## src/rtl/ssg_pkg.sv

```systemverilog
// Shared constants, stage payload types and helper functions of the stamp generator.
`timescale 1ns / 1ps
`default_nettype none
package ssg_pkg;

  localparam int MAX_RADIUS = 32;
  localparam int BALL_IDX_W = $clog2(MAX_RADIUS);
  localparam int RADIUS_W   = 6;
  localparam int STRIDE_W   = 16;
  localparam int COORD_W    = 5;
  localparam int DIM_W      = 6;
  localparam int CFG_W      = 16;
  localparam int CFG_IDX_W  = 1;
  localparam int OFS_W      = 22;
  localparam int MASK_W     = 64;
  localparam int MASK_IDX_W = 7;
  localparam int SQ_W       = 13;
  localparam int REM_W      = 14;
  localparam int ODD_W      = 12;
  localparam int NUM_OFS    = 8;

  localparam logic [CFG_IDX_W-1:0] CFG_RADIUS = 1'b0;
  localparam logic [CFG_IDX_W-1:0] CFG_STRIDE = 1'b1;

  localparam logic [RADIUS_W-1:0] RADIUS_RST = 6'd1;
  localparam logic [STRIDE_W-1:0] STRIDE_RST = 16'd64;

  // Offset slots in the packed offset vector, in output order a to h.
  localparam int OFS_A = 0;
  localparam int OFS_B = 1;
  localparam int OFS_C = 2;
  localparam int OFS_D = 3;
  localparam int OFS_E = 4;
  localparam int OFS_F = 5;
  localparam int OFS_G = 6;
  localparam int OFS_H = 7;

  typedef struct packed {
    logic                valid_res;
    logic [RADIUS_W-1:0] r;
    logic [DIM_W-1:0]    k;
    logic [DIM_W-1:0]    i;
    logic [DIM_W-1:0]    pi;
    logic [DIM_W-1:0]    pk;
    logic [DIM_W-1:0]    dk;
    logic [DIM_W-1:0]    di;
  } prep_t;

  typedef struct packed {
    logic                valid_res;
    logic [RADIUS_W-1:0] r;
    logic [DIM_W-1:0]    k;
    logic [DIM_W-1:0]    i;
    logic [DIM_W-1:0]    pi;
    logic [DIM_W-1:0]    pk;
    logic [OFS_W-1:0]    prod_k;
    logic [OFS_W-1:0]    prod_i;
    logic [OFS_W-1:0]    prod_pi;
    logic [OFS_W-1:0]    prod_pk;
    logic [SQ_W-1:0]     base;
    logic [SQ_W-1:0]     lim;
  } mult_t;

  typedef struct packed {
    logic                            valid_res;
    logic [RADIUS_W-1:0]             r;
    logic [NUM_OFS-1:0][OFS_W-1:0]   ofs;
    logic [MAX_RADIUS-1:0]           in_ball;
  } cmp_t;

  typedef struct packed {
    logic                            valid_res;
    logic [NUM_OFS-1:0][OFS_W-1:0]   ofs;
    logic [MASK_W-1:0]               depth_mask;
  } res_t;

  // Square of the odd distance 2j+1 in half-voxel units.
  function automatic logic [ODD_W-1:0] odd_sq(input int j);
    int m;
    m = 2 * j + 1;
    return ODD_W'(m * m);
  endfunction

endpackage
`default_nettype wire

```

## src/rtl/ssg_ifs.sv

```systemverilog
// Request and result channel interfaces of the stamp generator.
`timescale 1ns / 1ps
`default_nettype none
interface ssg_req_if;
  import ssg_pkg::*;

  logic               valid;
  logic               ready;
  logic [COORD_W-1:0] layer;
  logic [COORD_W-1:0] position;

  modport source (output valid, output layer, output position, input ready);
  modport sink (input valid, input layer, input position, output ready);
endinterface

interface ssg_res_if;
  import ssg_pkg::*;

  logic              valid;
  logic              ready;
  logic              valid_res;
  logic [OFS_W-1:0]  offset_a;
  logic [OFS_W-1:0]  offset_b;
  logic [OFS_W-1:0]  offset_c;
  logic [OFS_W-1:0]  offset_d;
  logic [OFS_W-1:0]  offset_e;
  logic [OFS_W-1:0]  offset_f;
  logic [OFS_W-1:0]  offset_g;
  logic [OFS_W-1:0]  offset_h;
  logic [MASK_W-1:0] depth_mask;

  modport source (
    output valid, output valid_res,
    output offset_a, output offset_b, output offset_c, output offset_d,
    output offset_e, output offset_f, output offset_g, output offset_h,
    output depth_mask, input ready
  );
  modport sink (
    input valid, input valid_res,
    input offset_a, input offset_b, input offset_c, input offset_d,
    input offset_e, input offset_f, input offset_g, input offset_h,
    input depth_mask, output ready
  );
endinterface
`default_nettype wire

```

## src/rtl/ssg_prep_stage.sv

```systemverilog
// First pipeline stage: radius saturation, range check and mirrored coordinates.
`timescale 1ns / 1ps
`default_nettype none
module ssg_prep_stage (
  input  wire logic                         clk_i,
  input  wire logic                         rst_ni,
  input  wire logic                         valid_i,
  output logic                              ready_o,
  input  wire logic [ssg_pkg::COORD_W-1:0]  layer_i,
  input  wire logic [ssg_pkg::COORD_W-1:0]  position_i,
  input  wire logic [ssg_pkg::RADIUS_W-1:0] radius_i,
  output logic                              valid_o,
  input  wire logic                         ready_i,
  output ssg_pkg::prep_t                    data_o
);
  import ssg_pkg::*;

  logic                v_q;
  prep_t               data_d;
  prep_t               data_q;
  logic [RADIUS_W-1:0] r_sat;
  logic [DIM_W:0]      two_r;
  logic [DIM_W-1:0]    p;
  logic [DIM_W-1:0]    k;
  logic [DIM_W-1:0]    i;

  always_comb begin
    r_sat = (radius_i > RADIUS_W'(MAX_RADIUS)) ? RADIUS_W'(MAX_RADIUS) : radius_i;
    two_r = {r_sat, 1'b0};
    // For a radius of 32 the low bits of 2r wrap to zero and p still comes out as 63.
    p     = two_r[DIM_W-1:0] - DIM_W'(1);
    k     = {1'b0, layer_i};
    i     = {1'b0, position_i};

    data_d.valid_res = (r_sat != '0) && (k <= i) && (i < DIM_W'(r_sat));
    data_d.r         = r_sat;
    data_d.k         = k;
    data_d.i         = i;
    data_d.pi        = p - i;
    data_d.pk        = p - k;
    // Both distances are positive for any valid request since k and i lie below r.
    data_d.dk        = p - {k[DIM_W-2:0], 1'b0};
    data_d.di        = p - {i[DIM_W-2:0], 1'b0};
  end

  assign ready_o = !v_q || ready_i;

  always_ff @(posedge clk_i or negedge rst_ni) begin
    if (!rst_ni) begin
      v_q <= 1'b0;
    end else if (ready_o) begin
      v_q <= valid_i;
    end
  end

  always_ff @(posedge clk_i) begin
    if (valid_i && ready_o) begin
      data_q <= data_d;
    end
  end

  assign valid_o = v_q;
  assign data_o  = data_q;
endmodule
`default_nettype wire

```

## src/rtl/ssg_mult_stage.sv

```systemverilog
// Second pipeline stage: stride products and squared distances.
`timescale 1ns / 1ps
`default_nettype none
module ssg_mult_stage (
  input  wire logic                         clk_i,
  input  wire logic                         rst_ni,
  input  wire logic                         valid_i,
  output logic                              ready_o,
  input  ssg_pkg::prep_t                    data_i,
  input  wire logic [ssg_pkg::STRIDE_W-1:0] stride_i,
  output logic                              valid_o,
  input  wire logic                         ready_i,
  output ssg_pkg::mult_t                    data_o
);
  import ssg_pkg::*;

  logic           v_q;
  mult_t          data_d;
  mult_t          data_q;
  logic [DIM_W:0] two_r;

  always_comb begin
    two_r = {data_i.r, 1'b0};

    data_d.valid_res = data_i.valid_res;
    data_d.r         = data_i.r;
    data_d.k         = data_i.k;
    data_d.i         = data_i.i;
    data_d.pi        = data_i.pi;
    data_d.pk        = data_i.pk;
    data_d.prod_k    = OFS_W'(data_i.k) * OFS_W'(stride_i);
    data_d.prod_i    = OFS_W'(data_i.i) * OFS_W'(stride_i);
    data_d.prod_pi   = OFS_W'(data_i.pi) * OFS_W'(stride_i);
    data_d.prod_pk   = OFS_W'(data_i.pk) * OFS_W'(stride_i);
    data_d.base      = SQ_W'(data_i.dk) * SQ_W'(data_i.dk)
                     + SQ_W'(data_i.di) * SQ_W'(data_i.di);
    data_d.lim       = SQ_W'(two_r) * SQ_W'(two_r);
  end

  assign ready_o = !v_q || ready_i;

  always_ff @(posedge clk_i or negedge rst_ni) begin
    if (!rst_ni) begin
      v_q <= 1'b0;
    end else if (ready_o) begin
      v_q <= valid_i;
    end
  end

  always_ff @(posedge clk_i) begin
    if (valid_i && ready_o) begin
      data_q <= data_d;
    end
  end

  assign valid_o = v_q;
  assign data_o  = data_q;
endmodule
`default_nettype wire

```

## src/rtl/ssg_cmp_stage.sv

```systemverilog
// Third pipeline stage: offset sums and the per-distance inside test.
`timescale 1ns / 1ps
`default_nettype none
module ssg_cmp_stage (
  input  wire logic    clk_i,
  input  wire logic    rst_ni,
  input  wire logic    valid_i,
  output logic         ready_o,
  input  ssg_pkg::mult_t data_i,
  output logic         valid_o,
  input  wire logic    ready_i,
  output ssg_pkg::cmp_t  data_o
);
  import ssg_pkg::*;

  logic                     v_q;
  cmp_t                     data_d;
  cmp_t                     data_q;
  logic signed [REM_W-1:0]  rem;

  always_comb begin
    // Room left for the depth term: 4r^2 minus the layer and position terms.
    rem = $signed({1'b0, data_i.lim}) - $signed({1'b0, data_i.base});

    data_d.valid_res  = data_i.valid_res;
    data_d.r          = data_i.r;
    data_d.ofs[OFS_A] = data_i.prod_k  + OFS_W'(data_i.i);
    data_d.ofs[OFS_B] = data_i.prod_k  + OFS_W'(data_i.pi);
    data_d.ofs[OFS_C] = data_i.prod_i  + OFS_W'(data_i.k);
    data_d.ofs[OFS_D] = data_i.prod_i  + OFS_W'(data_i.pk);
    data_d.ofs[OFS_E] = data_i.prod_pi + OFS_W'(data_i.k);
    data_d.ofs[OFS_F] = data_i.prod_pi + OFS_W'(data_i.pk);
    data_d.ofs[OFS_G] = data_i.prod_pk + OFS_W'(data_i.i);
    data_d.ofs[OFS_H] = data_i.prod_pk + OFS_W'(data_i.pi);

    // Bit j tells whether a voxel 2j+1 half cells from the depth center is inside.
    for (int j = 0; j < MAX_RADIUS; j++) begin
      data_d.in_ball[j] = rem > $signed({{(REM_W - ODD_W){1'b0}}, odd_sq(j)});
    end
  end

  assign ready_o = !v_q || ready_i;

  always_ff @(posedge clk_i or negedge rst_ni) begin
    if (!rst_ni) begin
      v_q <= 1'b0;
    end else if (ready_o) begin
      v_q <= valid_i;
    end
  end

  always_ff @(posedge clk_i) begin
    if (valid_i && ready_o) begin
      data_q <= data_d;
    end
  end

  assign valid_o = v_q;
  assign data_o  = data_q;
endmodule
`default_nettype wire

```

## src/rtl/ssg_out_stage.sv

```systemverilog
// Output stage: mirrored depth mask expansion and zeroing of invalid requests.
`timescale 1ns / 1ps
`default_nettype none
module ssg_out_stage (
  input  wire logic     clk_i,
  input  wire logic     rst_ni,
  input  wire logic     valid_i,
  output logic          ready_o,
  input  ssg_pkg::cmp_t data_i,
  output logic          valid_o,
  input  wire logic     ready_i,
  output ssg_pkg::res_t data_o
);
  import ssg_pkg::*;

  logic                  v_q;
  res_t                  data_d;
  res_t                  data_q;
  logic [MASK_IDX_W-1:0] half_idx;
  logic [MASK_IDX_W-1:0] r_ext;

  always_comb begin
    r_ext            = MASK_IDX_W'(data_i.r);
    half_idx         = '0;
    data_d.valid_res = data_i.valid_res;
    data_d.ofs       = data_i.valid_res ? data_i.ofs : '0;
    // Mask bit b sits at half-distance index r-1-b below the center and b-r above it.
    for (int b = 0; b < MASK_W; b++) begin
      if (MASK_IDX_W'(b) < r_ext) begin
        half_idx = r_ext - MASK_IDX_W'(b) - MASK_IDX_W'(1);
      end else begin
        half_idx = MASK_IDX_W'(b) - r_ext;
      end
      data_d.depth_mask[b] = data_i.valid_res
                           && (half_idx < MASK_IDX_W'(MAX_RADIUS))
                           && data_i.in_ball[half_idx[BALL_IDX_W-1:0]];
    end
  end

  assign ready_o = !v_q || ready_i;

  always_ff @(posedge clk_i or negedge rst_ni) begin
    if (!rst_ni) begin
      v_q <= 1'b0;
    end else if (ready_o) begin
      v_q <= valid_i;
    end
  end

  always_ff @(posedge clk_i) begin
    if (valid_i && ready_o) begin
      data_q <= data_d;
    end
  end

  assign valid_o = v_q;
  assign data_o  = data_q;
endmodule
`default_nettype wire

```

## src/rtl/sphere_stamp_entry_generator.sv

```systemverilog
// Pipeline: four register stages (prep, mult, cmp, out); a request accepted by the prep
// stage moves through the mult, cmp and out registers to the output channel.
// Throughput: one request per clock cycle while the output side does not stall.
// Each stage holds its item only while the next one is full and stalled.
// Reset clears all pipeline valid bits and sets radius to 1 and row stride to 64.
`timescale 1ns / 1ps
`default_nettype none
module sphere_stamp_entry_generator (
  input  wire logic                          clk_i,
  input  wire logic                          rst_ni,
  input  wire logic                          cfg_we_i,
  input  wire logic [ssg_pkg::CFG_IDX_W-1:0] cfg_idx_i,
  input  wire logic [ssg_pkg::CFG_W-1:0]     cfg_data_i,
  ssg_req_if.sink                            req_i,
  ssg_res_if.source                          res_o
);
  import ssg_pkg::*;

  logic [RADIUS_W-1:0] radius_q;
  logic [STRIDE_W-1:0] stride_q;

  logic  prep_valid;
  logic  prep_ready;
  prep_t prep_data;
  logic  mult_valid;
  logic  mult_ready;
  mult_t mult_data;
  logic  cmp_valid;
  logic  cmp_ready;
  cmp_t  cmp_data;
  res_t  res_data;

  always_ff @(posedge clk_i or negedge rst_ni) begin
    if (!rst_ni) begin
      radius_q <= RADIUS_RST;
      stride_q <= STRIDE_RST;
    end else if (cfg_we_i) begin
      case (cfg_idx_i)
        CFG_RADIUS: radius_q <= cfg_data_i[RADIUS_W-1:0];
        CFG_STRIDE: stride_q <= cfg_data_i[STRIDE_W-1:0];
        default: begin
        end
      endcase
    end
  end

  ssg_prep_stage u_prep (
    .clk_i      (clk_i),
    .rst_ni     (rst_ni),
    .valid_i    (req_i.valid),
    .ready_o    (req_i.ready),
    .layer_i    (req_i.layer),
    .position_i (req_i.position),
    .radius_i   (radius_q),
    .valid_o    (prep_valid),
    .ready_i    (prep_ready),
    .data_o     (prep_data)
  );

  ssg_mult_stage u_mult (
    .clk_i    (clk_i),
    .rst_ni   (rst_ni),
    .valid_i  (prep_valid),
    .ready_o  (prep_ready),
    .data_i   (prep_data),
    .stride_i (stride_q),
    .valid_o  (mult_valid),
    .ready_i  (mult_ready),
    .data_o   (mult_data)
  );

  ssg_cmp_stage u_cmp (
    .clk_i   (clk_i),
    .rst_ni  (rst_ni),
    .valid_i (mult_valid),
    .ready_o (mult_ready),
    .data_i  (mult_data),
    .valid_o (cmp_valid),
    .ready_i (cmp_ready),
    .data_o  (cmp_data)
  );

  ssg_out_stage u_out (
    .clk_i   (clk_i),
    .rst_ni  (rst_ni),
    .valid_i (cmp_valid),
    .ready_o (cmp_ready),
    .data_i  (cmp_data),
    .valid_o (res_o.valid),
    .ready_i (res_o.ready),
    .data_o  (res_data)
  );

  assign res_o.valid_res  = res_data.valid_res;
  assign res_o.offset_a   = res_data.ofs[OFS_A];
  assign res_o.offset_b   = res_data.ofs[OFS_B];
  assign res_o.offset_c   = res_data.ofs[OFS_C];
  assign res_o.offset_d   = res_data.ofs[OFS_D];
  assign res_o.offset_e   = res_data.ofs[OFS_E];
  assign res_o.offset_f   = res_data.ofs[OFS_F];
  assign res_o.offset_g   = res_data.ofs[OFS_G];
  assign res_o.offset_h   = res_data.ofs[OFS_H];
  assign res_o.depth_mask = res_data.depth_mask;
endmodule
`default_nettype wire

```

## src/flat_wrapper.sv

```systemverilog
// flat-port wrapper written by rule: the top's interface ports become plain ports
module sphere_stamp_entry_generator_flat import ssg_pkg::*;
  (clk_i, rst_ni, cfg_we_i, cfg_idx_i, cfg_data_i, req_i_valid, req_i_layer, req_i_position, req_i_ready, res_o_valid, res_o_valid_res, res_o_offset_a, res_o_offset_b, res_o_offset_c, res_o_offset_d, res_o_offset_e, res_o_offset_f, res_o_offset_g, res_o_offset_h, res_o_depth_mask, res_o_ready);
  ssg_req_if req_i_i ();
  ssg_res_if res_o_i ();
  input  wire logic clk_i;
  input  wire logic rst_ni;
  input  wire logic cfg_we_i;
  input  wire logic [ssg_pkg::CFG_IDX_W-1:0] cfg_idx_i;
  input  wire logic [ssg_pkg::CFG_W-1:0] cfg_data_i;
  input wire logic [$bits(req_i_i.valid)-1:0] req_i_valid;
  input wire logic [$bits(req_i_i.layer)-1:0] req_i_layer;
  input wire logic [$bits(req_i_i.position)-1:0] req_i_position;
  output wire logic [$bits(req_i_i.ready)-1:0] req_i_ready;
  output wire logic [$bits(res_o_i.valid)-1:0] res_o_valid;
  output wire logic [$bits(res_o_i.valid_res)-1:0] res_o_valid_res;
  output wire logic [$bits(res_o_i.offset_a)-1:0] res_o_offset_a;
  output wire logic [$bits(res_o_i.offset_b)-1:0] res_o_offset_b;
  output wire logic [$bits(res_o_i.offset_c)-1:0] res_o_offset_c;
  output wire logic [$bits(res_o_i.offset_d)-1:0] res_o_offset_d;
  output wire logic [$bits(res_o_i.offset_e)-1:0] res_o_offset_e;
  output wire logic [$bits(res_o_i.offset_f)-1:0] res_o_offset_f;
  output wire logic [$bits(res_o_i.offset_g)-1:0] res_o_offset_g;
  output wire logic [$bits(res_o_i.offset_h)-1:0] res_o_offset_h;
  output wire logic [$bits(res_o_i.depth_mask)-1:0] res_o_depth_mask;
  input wire logic [$bits(res_o_i.ready)-1:0] res_o_ready;
  assign req_i_i.valid = req_i_valid;
  assign req_i_i.layer = req_i_layer;
  assign req_i_i.position = req_i_position;
  assign req_i_ready = req_i_i.ready;
  assign res_o_valid = res_o_i.valid;
  assign res_o_valid_res = res_o_i.valid_res;
  assign res_o_offset_a = res_o_i.offset_a;
  assign res_o_offset_b = res_o_i.offset_b;
  assign res_o_offset_c = res_o_i.offset_c;
  assign res_o_offset_d = res_o_i.offset_d;
  assign res_o_offset_e = res_o_i.offset_e;
  assign res_o_offset_f = res_o_i.offset_f;
  assign res_o_offset_g = res_o_i.offset_g;
  assign res_o_offset_h = res_o_i.offset_h;
  assign res_o_depth_mask = res_o_i.depth_mask;
  assign res_o_i.ready = res_o_ready;
  sphere_stamp_entry_generator u_core (.clk_i(clk_i), .rst_ni(rst_ni), .cfg_we_i(cfg_we_i), .cfg_idx_i(cfg_idx_i), .cfg_data_i(cfg_data_i), .req_i(req_i_i), .res_o(res_o_i));
endmodule
```

## config.mk

```make
export PLATFORM = sky130hd
export DESIGN_NAME = sphere_stamp_entry_generator_flat
export DESIGN_NICKNAME = d
export VERILOG_FILES = /design/src/rtl/ssg_pkg.sv /design/src/rtl/ssg_ifs.sv /design/src/rtl/ssg_prep_stage.sv /design/src/rtl/ssg_mult_stage.sv /design/src/rtl/ssg_cmp_stage.sv /design/src/rtl/ssg_out_stage.sv /design/src/rtl/sphere_stamp_entry_generator.sv /design/src/flat_wrapper.sv
export SDC_FILE = /design/constraint.sdc
export NUM_CORES = 2
export LEC_CHECK = 0
export BUFFER_PORTS_ARGS = -buffer_cell sky130_fd_sc_hd__buf_2
export CAP_MARGIN = 25
export CORE_MARGIN = 4
export CORE_UTILIZATION = 30
export DETAILED_ROUTE_END_ITERATION = 6
export GPL_ROUTABILITY_DRIVEN = 0
export HOLD_SLACK_MARGIN = 0.02
export PLACE_DENSITY_LB_ADDON = 0.05
export REMOVE_ABC_BUFFERS = 1
export SYNTH_ARGS = -nofsm -noshare
export SYNTH_HDL_FRONTEND = slang
export SYNTH_SLANG_ARGS = --single-unit
```

## constraint.sdc

```tcl
create_clock -name clk_i -period 36.3 [get_ports clk_i]
set_input_delay 0 -clock clk_i [delete_from_list [all_inputs] [get_ports clk_i]]
set_output_delay 0 -clock clk_i [all_outputs]
set_load 0.02 [all_outputs]
```

Word level (Yosys, flattened, before mapping)
Cells that the tools add are included.

storage, ports and cells
  register bits after elaboration = 664
  input bits = 32
  output and inout port bits = 243
  logic and storage cells = 821

operators by class
  $add $sub $neg = 203
  multipliers = 7
  magnitude comparators = 226
  muxes and demuxes = 192
  bitwise gates (word level) = 1
  reduce and logical (&&, ||, !) cells = 145

operators with widths
  cell                                                         count
  less-than comparator 7 x 6 -> 1 bit (second input constant)  64
  2-to-1 mux 7 bit                                             63
  subtractor 7 x 1 -> 7 bit (second input constant)            62
  less-than comparator 5 x 6 -> 1 bit (second input constant)  64
  binary-select mux 1 bit (select 5 bit)                       64
  subtractor 6 x 6 -> 7 bit (first input constant)             32
  subtractor 6 x 6 -> 7 bit (second input constant)            31
  less-than comparator 6 bit (first input constant)            31
  logical AND 1 bit                                            134
  > comparator 14 x 13 -> 1 bit (second input constant)        9
  subtractor 5 x 6 -> 7 bit (first input constant)             16
  subtractor 6 x 5 -> 7 bit (second input constant)            16
  > comparator 14 x 12 -> 1 bit (second input constant)        7
  less-than comparator 5 x 6 -> 1 bit (first input constant)   16
  adder 22 x 5 -> 22 bit                                       4
  adder 22 x 6 -> 22 bit                                       4
  > comparator 14 x 11 -> 1 bit (second input constant)        5
  2-to-1 mux 1 bit                                             64
  subtractor 4 x 6 -> 7 bit (first input constant)             8
  subtractor 6 x 4 -> 7 bit (second input constant)            8
  less-than comparator 4 x 6 -> 1 bit (first input constant)   8
  multiplier 6 x 16 -> 22 bit                                  2
  > comparator 14 x 10 -> 1 bit (second input constant)        3
  multiplier 5 x 16 -> 21 bit                                  2
  31 further kinds                                             57

Longest topological paths before layout
  depth after elaboration = 6
  depth in mapped cells = 23

Cells and area by module
From an unflattened synthesis, not the netlist that was laid out.

second synthesis, totals
  cell total of the unflattened synthesis = 7234
  area, all modules = 72383.2 um2

modules (own cells, without submodules)
  module                        times used  cells an instance  area each (um2)  seq. area each (um2)
  ssg_out_stage                 1           4124               38846.0          7262.0
  ssg_mult_stage                1           1861               18464.0          4259.1
  ssg_cmp_stage                 1           1031               11967.7          6481.2
  ssg_prep_stage                1           170                2215.9           1196.1
  sphere_stamp_entry_generator  1           48                 889.6            553.0

Worst setup path before layout
No wires, ideal clock.

  path kind = flip-flop to flip-flop
  start = reg u_core.u_out.v_q (netlist: u_core.u_out.valid_o)
  end = reg u_core.u_out.data_q, in the netlist u_core.u_out.data_o[0] (enable)
  data arrival time = 11268 ps
  data required time = 35424 ps
  setup slack = 24156 ps
  cell stages (with the launch flop) = 3
  clock period less this slack = 12144 ps
  cell sequence = dfrtp_1 > nor2b_1 > nor2b_1

between the ends
  cells in the longest elaborated chain, start to end = 3

ends and longest elaborated chain
  what                    RTL line             text
  from (decl)             ssg_out_stage.sv:16  logic v_q;
  from (signal assigned)  ssg_out_stage.sv:46  v_q <= valid_i;
  logical NOT 1 bit       ssg_out_stage.sv:40  assign ready_o = !v_q || ready_i;
  logical OR 1 bit        ssg_out_stage.sv:40
  logical AND 1 bit       ssg_out_stage.sv:51  if (valid_i && ready_o) begin
  to (signal assigned)    ssg_out_stage.sv:52  data_q <= data_d;
  to (decl)               ssg_out_stage.sv:18  res_t data_q;

Every way passes these cells.
A chain may end at the register's enable or synchronous reset.

==> results.py <==
metrics = {
    "run_status": {
        "status": "finished, violations left",
        "violations": "design-rule violations",
    },
    "grt": {
        "grt_pass1_wl_mm": 421.4,
        "met2_usage_pct": 36.45,
        "grt.overflow.total": 0,
        "gr-usage-met3_pct": 4.478,
        "antenna_found_initial": 28,
        "grt.total_usage_pct": 24.19,
        "met1_usage_pct": 34.52,
        "grt_max_degree": 123,
        "top_usage_layer": "met2",
        "grt_pass1_vias": 57210,
    },
    "clock_tree": {
        "cts-root-buf": "clkbuf_16",
        "tritoncts": "done",
        "cts_resized": 0,
        "clk_path_buf_depth": 3,
        "h-tree-depth": 3,
        "clkTransAtPathRegs_ns": 0.09,
        "post_cts_buffers": 0,
        "clock_latency_ns": 0.77,
        "clock-sinks": 656,
        "cts_buffers": 88,
    },
    "setup_path": {
        "startpoint_type": "flop",
        "worstPathRequired_ns": 36.77,
        "crit_type": "flop to flop",
        "end_kind": "flop",
        "crit_family": "compound AO/OA/AOI/OAI gates",
        "rrSetupSlack_ns": 30.39,
        "reg2reg_to": "u_core.u_out.data_o[46]",
        "crit_path_frequent_cell": "mux2i_1",
        "r2r-start": "u_core.u_cmp.data_o[212]",
        "worstPathMaxFanout": 21,
        "cp_num_cells": 15,
        "slowest_delay_ns": 0.85,
        "cp-endpoint": "u_core.u_out.data_o[46]",
        "cp_slowest_cell": "a21oi_2",
        "cp-startpoint": "u_core.u_cmp.data_o[212]",
        "cp_data_arrival_time_ns": 6.37,
        "crit_chain": "buf_4 -> clkinv_1 -> ha_1 -> inv_1 -> ha_1 -> buf_4 -> inv_1 -> a21oi_2 -> nor2_1 -> a31oi_2 -> mux4_2 -> mux2i_1 -> mux2i_1 -> mux2i_1 -> nor3_1",
        "worst-path-buf-inv": 5,
        "ff2ff_path_depth": 15,
    },
    "timing": {
        "finalCritPeriodShare_pct": 16.28,
        "min_period_ns": 5.908,
        "finalHoldViolCount": 0,
        "finalSetupTns_ns": 0,
        "rsz0062_at_grt": "false",
        "slew_viol_final": 0,
        "setup_viol": 0,
        "worst_slew_pin_slew_ns": 1.133,
        "relSlewSlack_pct": 22.31,
        "fmax_mhz": 169.3,
        "skew_ns": 0.07546,
    },
    "yosys": {
        "syn_inst": 6697,
        "synthDistinctLibCells": 109,
        "synth_area_sq_um": 68430,
        "synthTopCellsByArea": "edfxtp_1, mux4_2, fa_1",
        "yosys_warnings": 0,
        "synth_edf_count": 630,
        "async_flop_share_pct": 3.963,
        "yosys_register_bits": 656,
        "yosysTopAreaCellShare_pct": 27.65,
        "synthFlopType": "edfxtp_1",
        "yosysTopAreaCell": "edfxtp_1",
        "syn_area_per_cell_sq_um": 10.22,
        "ys_seq_area_share_pct": 28.60,
    },
    "finish": {
        "drive_gt1_share_pct": 17.13,
        "stdcell_count": 9841,
        "layout.cells.most_common_list": "edfxtp_1, nand2_1, and2_1",
        "fin_nets": 7311,
        "area_growth_pct": 11.41,
        "fillers": 23010,
        "mostFrequentLayoutCell": "edfxtp_1",
    },
    "run": {
        "drv_cap": 0,
    },
    "floorplan": {
        "rows": 175,
        "core_region_area_sq_um": 227100,
        "io_pins": 275,
        "die_h_um": 485.6,
        "fp.dieW_um": 485.6,
        "start_util_pct": 30.14,
        "die_area_sq_um": 235800,
    },
    "routing": {
        "drc": 2,
        "wl_per_cell_um": 29.91,
        "dr.pass1.iters": 7,
        "dr_total_vias": 57210,
        "drt_iter0_drc": 6154,
        "antenna_left": 0,
        "viasPerCell": 5.813,
        "drt-total-wl_mm": 294.3,
    },
    "pwr": {
        "p_per_area_nw_per_um2": 103.6,
        "p_leak_nw": 30.06,
        "irDropWorstVdd_v": 0.0001515,
    },
    "min_path": {
        "min_from": "cfg_data_i[5]",
        "min_path_type": "input pin to flop",
    },
    "place": {
        "io_buffers": 274,
        "hpwl_mm": 191.8,
        "dp_cells": 9627,
    },
}
## worst min-delay path: cells and delay by family
family,cells,cell delay [ns]
mux,1,0.15
buf+inv,2,0.65
## final cells by class
type / count / area, sq um / share of cell area [%]
multi-input cells: 5015 / 44730 / 58.67
flip-flops and latches: 656 / 19570 / 25.67
well taps: 3009 / 3765 / 4.938
repair buffers: 533 / 3611 / 4.736
clock buffers: 115 / 2345 / 3.075
inverters: 461 / 1730 / 2.270
clock inverters: 45 / 473.0 / 0.6203
diodes: 7 / 17.52 / 0.02297
## repair_timing
item / 4_1_cts / 5_1_grt
hold buffers: 46 / 0
endpoints found under the setup margin: 0 / 0
hold endpoints to repair: 115 / 0
## flip-flops by register name (all words and copies together), names as in the netlist, 6 cells and up
signal                count
u_core.u_out.data_o     241
u_core.u_cmp.data_o     215
u_core.u_mult.data_o    135
u_core.u_prep.data_o     39
u_core.stride_q          16
u_core.radius_q           6
## synthesized netlist by cell type (132+ instances only)
master	instances
nor3_1	132
xnor2_1	379
nand2_1	474
and2_1	472
ha_1	275
a21oi_1	343
edfxtp_1	630
clkbuf_1	402
o21ai_0	201
inv_1	450
mux4_2	328
fa_1	249
mux2i_1	408
nor2_1	342
## worst min path at each step
stage,to,slack (ns),cells after the start
finish,u_core.stride_q[5],0.1,3
global route,u_core.stride_q[5],0.09,3
CTS,u_core.stride_q[5],0.02,3
detailed placement,u_core.u_prep.valid_o,0.05,1
global placement,u_core.u_out.valid_o,0.05,1
floorplan,u_core.radius_q[1],-0.30,0
## power breakdown
part           total (mW)  internal (mW)  switching, mW
Combinational        5.54           2.18           3.36
Sequential           1.47           1.28          0.189
Clock               0.881          0.494          0.387
Total                7.90           3.96           3.93
## per-stage QoR
step	instance area [sq um]	hold slack [ns]	setup WS [ns]	util, %	power (mW)
after floorplan	65900	-0.2956	24.16	-	5.198
final	76240	0.09972	30.39	33.58	7.896
after CTS	76210	0.02469	30.58	33.56	7.923
after global routing	76240	0.08566	30.25	33.57	8.504
after detailed placement	72920	0.05343	30.63	32.12	6.972
after global placement	72750	0.05260	30.51	32.04	6.982
## logic make-up after synthesis
kind of cell    Yosys count  share of synthesized area (%)
compound gates         1291                          12.52
fa+ha+maj               524                          12.31
xor+xnor                530                          7.085
buf+inv                1026                          6.224
flops                   656                          28.60
mux                     875                          20.19
simple gates           1795                          13.06
## per-layer routing
metal / wire [um] / up-vias / part of all wire [%]
met5: 34 / - / 0.012
li1: - / 24500 / -
met3: 24680 / 658 / 8.4
met2: 127000 / 2994 / 43
met1: 131100 / 29050 / 45
met4: 11490 / 6 / 3.9
(Power assumes the default switching activity.)
